### src/rtl/core/qata_pkg.sv
package qata_pkg;

  // Fixed field widths of the transaction payloads
  localparam int TS_W   = 48;
  localparam int CNT_W  = 32;
  localparam int TRIG_W = 32;

  // Default width of internal time arithmetic (legal range 32..64)
  localparam int TIME_BITS_DEF = 48;

  // One day in milliseconds, period start fallback
  localparam longint unsigned DAY_MS = 64'd86400000;

  typedef enum logic [1:0] {
    MODE_SAMPLE     = 2'd0,
    MODE_INCIDENT   = 2'd1,
    MODE_SNAPSHOT   = 2'd2,
    MODE_SNAP_RESET = 2'd3
  } mode_t;

  typedef struct packed {
    mode_t             mode;
    logic [TS_W-1:0]   timestamp_ms;
    logic              signal_above;
    logic              interference_on;
  } in_item_t;

  typedef struct packed {
    logic [TS_W-1:0]   period_start_ms;
    logic [TS_W-1:0]   period_end_ms;
    logic [CNT_W-1:0]  incidents;
    logic [TS_W-1:0]   signal_active_ms;
    logic [TS_W-1:0]   interference_active_ms;
  } out_item_t;

  // Per-transaction control from the top level to each channel
  typedef struct packed {
    logic fire_sample;   // state sample is committed this cycle
    logic fire_restart;  // snapshot with period restart is committed
    logic lu_valid;      // last update time is valid
    logic min_zero;      // minimum trigger time is zero
  } chan_ctl_t;

endpackage

### src/rtl/core/qualified_active_time_accumulator.sv
// Qualified active time accumulator. Takes one transaction per clock: state
// samples and incidents update the period state, snapshots return one result
// with the period start, incident count and both qualified active times,
// projected to the snapshot time. A snapshot's result is presented with
// out_valid, at the earliest, after the input register and then the result
// register; the state update for a transaction completes as it leaves the
// input register, so back-to-back transactions sustain one per cycle unless
// the input stalls. A snapshot holds in the input register only while the
// result register is full and out_stall is high.
// min_trigger_ms is written through cfg_valid/cfg_data (cfg_ready is always
// high) and should change only while the block is idle.
module qualified_active_time_accumulator #(
  parameter int TIME_BITS = qata_pkg::TIME_BITS_DEF
) (
  input  logic                         clk,
  input  logic                         rst_n,
  input  logic                         in_valid,
  output logic                         in_stall,
  input  qata_pkg::in_item_t           in_data,
  output logic                         out_valid,
  input  logic                         out_stall,
  output qata_pkg::out_item_t          out_data,
  input  logic                         cfg_valid,
  output logic                         cfg_ready,
  input  logic [qata_pkg::TRIG_W-1:0]  cfg_data
);

  localparam logic [TIME_BITS-1:0] DAY = TIME_BITS'(qata_pkg::DAY_MS);

  logic                          in_v_r, in_v_nxt;
  qata_pkg::in_item_t            in_r;
  logic                          out_v_r, out_v_nxt;
  qata_pkg::out_item_t           out_r;

  logic [qata_pkg::TRIG_W-1:0]   min_r;
  logic [TIME_BITS-1:0]          ps_r, ps_nxt;
  logic                          psv_r, psv_nxt;
  logic [TIME_BITS-1:0]          lu_r, lu_nxt;
  logic                          luv_r, luv_nxt;
  logic [qata_pkg::CNT_W-1:0]    inc_r, inc_nxt;

  logic                          produces, fire, accept;
  logic [TIME_BITS-1:0]          t;
  logic [TIME_BITS-1:0]          ps_rep;
  qata_pkg::chan_ctl_t           ctl;
  logic [TIME_BITS-1:0]          proj_sig, proj_intf;

  // Handshake and transaction flow
  always_comb begin
    produces  = (in_r.mode == qata_pkg::MODE_SNAPSHOT) ||
                (in_r.mode == qata_pkg::MODE_SNAP_RESET);
    fire      = in_v_r && (!produces || !out_v_r || !out_stall);
    in_stall  = in_v_r && !fire;
    accept    = in_valid && !in_stall;
    in_v_nxt  = accept || (in_v_r && !fire);
    out_v_nxt = (fire && produces) || (out_v_r && out_stall);
    cfg_ready = 1'b1;
  end

  assign out_valid = out_v_r;
  assign out_data  = out_r;
  assign t         = TIME_BITS'(in_r.timestamp_ms);

  // Channel control
  always_comb begin
    ctl.fire_sample  = fire && (in_r.mode == qata_pkg::MODE_SAMPLE);
    ctl.fire_restart = fire && (in_r.mode == qata_pkg::MODE_SNAP_RESET);
    ctl.lu_valid     = luv_r;
    ctl.min_zero     = (min_r == '0);
  end

  qata_chan #(.TIME_BITS(TIME_BITS)) u_chan_sig (
    .clk         (clk),
    .rst_n       (rst_n),
    .ctl         (ctl),
    .t           (t),
    .last_update (lu_r),
    .min_trig    (min_r),
    .flag        (in_r.signal_above),
    .proj        (proj_sig)
  );

  qata_chan #(.TIME_BITS(TIME_BITS)) u_chan_intf (
    .clk         (clk),
    .rst_n       (rst_n),
    .ctl         (ctl),
    .t           (t),
    .last_update (lu_r),
    .min_trig    (min_r),
    .flag        (in_r.interference_on),
    .proj        (proj_intf)
  );

  // Reported period start, one day back when none is recorded (zero before one day)
  always_comb begin
    if (psv_r) begin
      ps_rep = ps_r;
    end else if (t >= DAY) begin
      ps_rep = t - DAY;
    end else begin
      ps_rep = '0;
    end
  end

  // Period state update
  always_comb begin
    ps_nxt  = ps_r;
    psv_nxt = psv_r;
    lu_nxt  = lu_r;
    luv_nxt = luv_r;
    inc_nxt = inc_r;
    if (fire) begin
      case (in_r.mode)
        qata_pkg::MODE_SAMPLE: begin
          if (!psv_r) begin
            ps_nxt  = t;
            psv_nxt = 1'b1;
          end
          lu_nxt  = t;
          luv_nxt = 1'b1;
        end
        qata_pkg::MODE_INCIDENT: begin
          if (!psv_r) begin
            ps_nxt  = t;
            psv_nxt = 1'b1;
          end
          if (inc_r != {qata_pkg::CNT_W{1'b1}}) begin
            inc_nxt = inc_r + qata_pkg::CNT_W'(1);
          end
        end
        qata_pkg::MODE_SNAP_RESET: begin
          ps_nxt  = t;
          psv_nxt = 1'b1;
          inc_nxt = '0;
          lu_nxt  = t;
          luv_nxt = 1'b1;
        end
        default: begin
        end
      endcase
    end
  end

  // Control and state registers
  always_ff @(posedge clk) begin
    if (!rst_n) begin
      in_v_r  <= 1'b0;
      out_v_r <= 1'b0;
      min_r   <= '0;
      ps_r    <= '0;
      psv_r   <= 1'b0;
      lu_r    <= '0;
      luv_r   <= 1'b0;
      inc_r   <= '0;
    end else begin
      in_v_r  <= in_v_nxt;
      out_v_r <= out_v_nxt;
      if (cfg_valid && cfg_ready) begin
        min_r <= cfg_data;
      end
      ps_r    <= ps_nxt;
      psv_r   <= psv_nxt;
      lu_r    <= lu_nxt;
      luv_r   <= luv_nxt;
      inc_r   <= inc_nxt;
    end
  end

  // Payload registers
  always_ff @(posedge clk) begin
    if (accept) begin
      in_r <= in_data;
    end
    if (fire && produces) begin
      out_r.period_start_ms        <= qata_pkg::TS_W'(ps_rep);
      out_r.period_end_ms          <= qata_pkg::TS_W'(t);
      out_r.incidents              <= inc_r;
      out_r.signal_active_ms       <= qata_pkg::TS_W'(proj_sig);
      out_r.interference_active_ms <= qata_pkg::TS_W'(proj_intf);
    end
  end

  // Checks
  a_stall_only_full: assert property (@(posedge clk) disable iff (!rst_n)
    in_stall |-> in_v_r && produces && out_v_r)
    else $error("input stalled without a pending snapshot");

  a_snap_result: assert property (@(posedge clk) disable iff (!rst_n)
    fire && produces |=> out_v_r)
    else $error("snapshot transaction produced no result");

  a_restart_clears: assert property (@(posedge clk) disable iff (!rst_n)
    ctl.fire_restart |=> inc_r == '0 && psv_r && luv_r)
    else $error("period restart did not clear the period state");

  a_sample_time: assert property (@(posedge clk) disable iff (!rst_n)
    ctl.fire_sample |=> luv_r && lu_r == $past(t))
    else $error("state sample did not record its time");

  a_no_inc_without_period: assert property (@(posedge clk) disable iff (!rst_n)
    !psv_r |-> inc_r == '0)
    else $error("incidents counted with no period started");

endmodule

### src/rtl/core/qata_chan.sv
// One qualified-time channel: run tracking, total and snapshot projection
module qata_chan #(
  parameter int TIME_BITS = qata_pkg::TIME_BITS_DEF
) (
  input  logic                          clk,
  input  logic                          rst_n,
  input  qata_pkg::chan_ctl_t           ctl,
  input  logic [TIME_BITS-1:0]          t,
  input  logic [TIME_BITS-1:0]          last_update,
  input  logic [qata_pkg::TRIG_W-1:0]   min_trig,
  input  logic                          flag,
  output logic [TIME_BITS-1:0]          proj
);

  logic [TIME_BITS-1:0] tot_r, tot_nxt;
  logic [TIME_BITS-1:0] rs_r, rs_nxt;
  logic                 rsv_r, rsv_nxt;
  logic                 conf_r, conf_nxt;
  logic                 lf_r, lf_nxt;

  logic [TIME_BITS-1:0] min_ext;
  logic [TIME_BITS-1:0] el, rs_eff, d_s, d_p;
  logic [TIME_BITS-1:0] sum_el, sum_s, sum_p;
  logic                 gate, long_s, long_p, fast;

  function automatic logic [TIME_BITS-1:0] sat_add(input logic [TIME_BITS-1:0] a,
                                                  input logic [TIME_BITS-1:0] b);
    logic [TIME_BITS:0] s;
    s = {1'b0, a} + {1'b0, b};
    return s[TIME_BITS] ? {TIME_BITS{1'b1}} : s[TIME_BITS-1:0];
  endfunction

  // Elapsed times and qualification checks
  always_comb begin
    min_ext = TIME_BITS'(min_trig);
    el      = t - last_update;
    gate    = ctl.lu_valid && lf_r && (t > last_update);
    fast    = ctl.min_zero || conf_r;
    // a run not yet started is taken to begin at the last update
    rs_eff  = rsv_r ? rs_r : last_update;
    d_s     = t - rs_eff;
    d_p     = t - rs_r;
    long_s  = (t >= rs_eff) && (d_s >= min_ext);
    long_p  = rsv_r && (t >= rs_r) && (d_p >= min_ext);
    sum_el  = sat_add(tot_r, el);
    sum_s   = sat_add(tot_r, d_s);
    sum_p   = sat_add(tot_r, d_p);
  end

  // Snapshot projection of the open run
  always_comb begin
    if (!gate) begin
      proj = tot_r;
    end else if (fast) begin
      proj = sum_el;
    end else if (long_p) begin
      proj = sum_p;
    end else begin
      proj = tot_r;
    end
  end

  // Next state
  always_comb begin
    tot_nxt  = tot_r;
    rs_nxt   = rs_r;
    rsv_nxt  = rsv_r;
    conf_nxt = conf_r;
    lf_nxt   = lf_r;
    if (ctl.fire_sample) begin
      if (gate) begin
        if (fast) begin
          tot_nxt  = sum_el;
          conf_nxt = 1'b1;
        end else begin
          rs_nxt  = rs_eff;
          rsv_nxt = 1'b1;
          if (long_s) begin
            tot_nxt  = sum_s;
            conf_nxt = 1'b1;
          end
        end
      end
      if (flag) begin
        if (!lf_r) begin
          rs_nxt   = t;
          rsv_nxt  = 1'b1;
          conf_nxt = ctl.min_zero;
        end
      end else begin
        rs_nxt   = '0;
        rsv_nxt  = 1'b0;
        conf_nxt = 1'b0;
      end
      lf_nxt = flag;
    end else if (ctl.fire_restart) begin
      tot_nxt = '0;
      if (lf_r) begin
        rs_nxt   = t;
        rsv_nxt  = 1'b1;
        conf_nxt = conf_r || ctl.min_zero || long_p;
      end else begin
        rs_nxt   = '0;
        rsv_nxt  = 1'b0;
        conf_nxt = 1'b0;
      end
    end
  end

  always_ff @(posedge clk) begin
    if (!rst_n) begin
      tot_r  <= '0;
      rs_r   <= '0;
      rsv_r  <= 1'b0;
      conf_r <= 1'b0;
      lf_r   <= 1'b0;
    end else begin
      tot_r  <= tot_nxt;
      rs_r   <= rs_nxt;
      rsv_r  <= rsv_nxt;
      conf_r <= conf_nxt;
      lf_r   <= lf_nxt;
    end
  end

endmodule
### config.mk
export PLATFORM = sky130hd
export DESIGN_NAME = qualified_active_time_accumulator
export DESIGN_NICKNAME = d
export VERILOG_FILES = /design/src/rtl/core/qata_pkg.sv /design/src/rtl/core/qualified_active_time_accumulator.sv /design/src/rtl/core/qata_chan.sv
export SDC_FILE = /design/constraint.sdc
export NUM_CORES = 2
export LEC_CHECK = 0
export ABC_CLOCK_PERIOD_IN_PS = 12300
export BUFFER_PORTS_ARGS = -buffer_cell sky130_fd_sc_hd__buf_2
export CAP_MARGIN = 20
export CORE_MARGIN = 1
export CORE_UTILIZATION = 41
export DETAILED_ROUTE_END_ITERATION = 10
export GPL_TIMING_DRIVEN = 0
export MAX_ROUTING_LAYER = met4
export PLACE_DENSITY = 0.63
export SYNTH_ARGS = -nofsm -noshare
export SYNTH_HDL_FRONTEND = slang
export SYNTH_SLANG_ARGS = --single-unit
### constraint.sdc
create_clock -name clk -period 12.3 [get_ports clk]
set_input_delay 0.615 -clock clk [delete_from_list [all_inputs] [get_ports clk]]
set_output_delay 0.615 -clock clk [all_outputs]
set_load 0.02 [all_outputs]
==> summary.md <==
| Metric | Value |
|---|---|
| Starting Density | `a little over 40%` |
| Worst path max stage delay | `0.87 ns` |
| Max-slew headroom | `between 10% and 20%` |
| CTS max path bufs | `3` |
| Detail Route Antenna Nets | `0` |
| Maximum fanout along the worst path | `10` |
| Syn_nets | `approximately 8k` |
| DR DRC count | `0` |
| Switch Pwr | `3.19 mW` |
| Top cells by area, synth | `edfxtp_1 (14%), ha_1 (14%), dfxtp_1 (12%)` |
| HP Start | `in_data[15]` |
| Worst path arrival time | `roughly 11 ns` |
| Via count | `roughly 63k` |
| Max-cap violations | `0` |
| Synth warn | `0` |
| Worst-skew pair later-pin latency | `0.75 ns` |
| Post-synth top flop | `dfxtp_1` |
| Met3 wire length | `approximately 29000 µm` |
| TritonCTS clock tree | `yes` |
| Crit path max-delay family | `buffers and inverters` |
| Max-slew violations | `0` |
| Gp weighted congestion | `1.11` |
| Fin Clk Skew | `around 0.042 ns` |
| Commonest non-fill, non-tap cells in the layout | `nand2_1 (827), ha_1 (662), a21oi_1 (635), nor2_1 (505), dfxtp_1 (362)` |
| Status | `finished, final reports clean` |
| Non-Filler Cell Area, Final | `between 60000 and 70000 µm²` |
| Clock power frac | `31.6%` |
| Syn Area/Cell | `~8.2 µm²` |
| DP Area | `roughly 65000 µm²` |
| Number of top-level pins | `between 300 and 400` |
| DR top layer | `met4` |
| FILL cells | `between 10k and 15k` |
| Sequential area share after synthesis | `roughly 26%` |
| Synth async-reset ratio | `0%` |
| Worst-margin pin slew | `~1.3 ns` |
| CP Data Required Time | `12.97 ns` |
| DR WL met2 | `between 100000 and 150000 µm` |
| Initial antenna violation count | `29` |
| Clk slew on worst S/H paths | `roughly 0.070 ns` |
| Pwr Density | `115 nW/µm²` |
| Synth cell types | `about 110` |
| Rows | `140` |
| Root Buffer | `clkbuf_16` |
| First-pass GRT wire length | `between 300000 and 400000 µm` |
| Post-DR wirelength/cell | `approximately 29 µm` |
| Post-synth EDFFs | `roughly 280` |
| Initial DRC count | `~7.3k` |
| Htree depth | `3` |
| Mapped Area | `slightly above 60000 µm²` |
| Aggregate routed wire length | `roughly 290000 µm` |
| Final Setup Violations | `0` |
| Chip height | `between 300 and 400 µm` |
| Seq cells post-synth | `about 640` |
| Post-CTS Resized | `0` |
| Pin count of the biggest net entering global routing | `37` |
| CP Launch Type | `flop` |
| Clock Sinks | `approximately 640` |
| Total track usage | `between 30 and 40%` |
| Seq pwr share | `a little under a third` |
| Hold crit path type | `in -> reg` |
| RSZ-0062 raised after global routing | `no` |
| Combinational Power Share | `between 30% and 40%` |
| Critical R2R Launch | `u_chan_sig.rsv_r` |
| Fmax achieved | `just under 0.1 GHz` |
| Synth area leader | `edfxtp_1` |
| Cell mode on critical path | `clkbuf_1` |
| Worst ir drop on vdd | `~110 µV` |
| Fin util | `a little under half` |
| Die ar. | `149000 µm²` |
| Final Hold Vio Count | `0` |
| Global route overflow | `0` |
| Yosys top cell area share | `about 14%` |
| Vias per cell | `roughly 6.4` |
| Pint | `4.64 mW` |
| Nets | `between 8k and 9k` |
| CP startpoint | `u_chan_sig.rsv_r` |
| Area occupied by multi-input gates | `42500 µm²` |
| Port Buf Inserts | `between 300 and 400` |
| Area Overhead vs Synth | `12.5%` |
| Die width | `386 µm` |
| Vias in the first global route | `57.7k` |
| Pwr Total | `7.83 mW` |
| Setup_tns | `0 ns` |
| Number of CTS-inserted buffers | `80` |
| DR pass1 iterations | `9` |
| Slowest-stage cell, CP | `buf_1` |
| Worst setup EP type | `flop` |
| Sw Share | `40.8%` |
| Post-DP HPWL | `roughly 240000 µm` |
| Bufs and invs on worst path | `5` |
| Share of cells above drive strength 1 | `~8.3%` |
| Leakage power | `roughly 29 nW` |
| Metal-1 WL | `about 120000 µm` |
| Core region area | `approximately 150000 µm²` |
| Crit Path Category | `reg -> reg` |
| Post-CTS setup buffers | `0` |
| Final worst-path cycle share | `around 83%` |
| Hold_ws | `about 0.047 ns` |
| Sequential cell area | `15500 µm²` |
| Final min period | `just over 10 ns` |
| Commonest non-fill, non-tap cell in the layout | `nand2_1` |
| Post-Synthesis Cells | `around 7.4k` |
| Hold-fix buffers, CTS | `0` |
==> per-stage QoR <==
step / cells / setup WS (ns)
finish: 9861 / 2.11
CTS: 9826 / 2.69
detailed placement: 9676 / 2.72
global route: 9851 / 2.20
floorplan: 7397 / 1.06
global placement: 9627 / -4.35
==> cell usage after synthesis, types with 34 or more instances <==
library cell  number
dfxtp_1          362
o21ai_0          317
a21oi_1          636
a221o_1           44
and2_1            51
a21boi_0         120
o31ai_1           34
o21ai_1           41
nor2b_1          100
and3_1            58
xnor2_1          285
nor2_1           507
o21bai_1          87
a211oi_1          72
or3_1             43
nor4_1            36
nor3_1           114
o22ai_1           38
o21a_1            90
ha_1             662
a31oi_1           68
nand4_1          137
nand2b_1          78
nand2_1          827
nand3_1          138
edfxtp_1         276
inv_1            327
o211ai_1          39
xor2_1           212
mux2i_1          132
o311ai_0          94
clkbuf_1         295
a21o_1           303
a22oi_1           45
o211a_1          111
buf_2             36
a221oi_1          34
a22o_1            97
==> flip-flops by register name, summed over array words and instances, names as in the netlist, 4 cells and up <==
| name | count |
|---|---|
| out_data | 224 |
| u_chan_intf.rs_r | 48 |
| lu_r | 48 |
| inc_r | 32 |
| u_chan_sig.rs_r | 48 |
| in_r | 4 |
| t | 48 |
| ps_r | 48 |
| min_r | 32 |
| u_chan_sig.tot_r | 48 |
| u_chan_intf.tot_r | 48 |
==> cell families after synthesis <==
family	after synthesis	share of synthesized area, %
AO/OA/AOI/OAI	2538	29.1
buffers and inverters	696	4.52
other	1	0.00619
XOR/XNOR	497	7.19
flip-flops	638	25.6
AND/OR/NAND/NOR	2212	17.1
adder cells (fa/ha/maj)	673	14.0
multiplexers	142	2.37
==> power by group through the flow <==
stage | clock network (mW) | registers [mW] | logic (mW)
after floorplan | 0 | 2.41 | 1.79
after global placement | 0 | 2.45 | 2.76
after detailed placement | 0 | 2.43 | 2.84
after CTS | 2.51 | 2.39 | 2.85
after global routing | 2.58 | 2.39 | 3.14
final | 2.48 | 2.39 | 2.96
==> worst paths after layout <==
kind,end,slack (ns),cells past startpoint
worst max register to register,u_chan_sig.tot_r[8],2.11,25
worst min register to register,ps_r[35],0.47,2
worst min-delay path,t[13],0.05,1
worst max-delay path,u_chan_sig.tot_r[8],2.11,25
==> routing by layer <==
metal | up-vias | GRT usage [%]
met4 | 0 | 21.2
met3 | 618 | 9.34
met5 | - | -
met1 | 30300 | 48.1
met2 | 3262 | 54.5
li1 | 28600 | -
==> cell type report <==
type                    count  share of cell area (%)
well taps                1917                    3.52
plain buffers             368                    2.21
clock inverters            46                   0.817
clock buffers             104                    3.16
flip-flops and latches    638                    22.8
inverters                 328                    1.81
repair buffers            368                    3.25
diodes                     29                   0.106
multi-input cells        6063                    62.3
(Power assumes the default switching activity.)
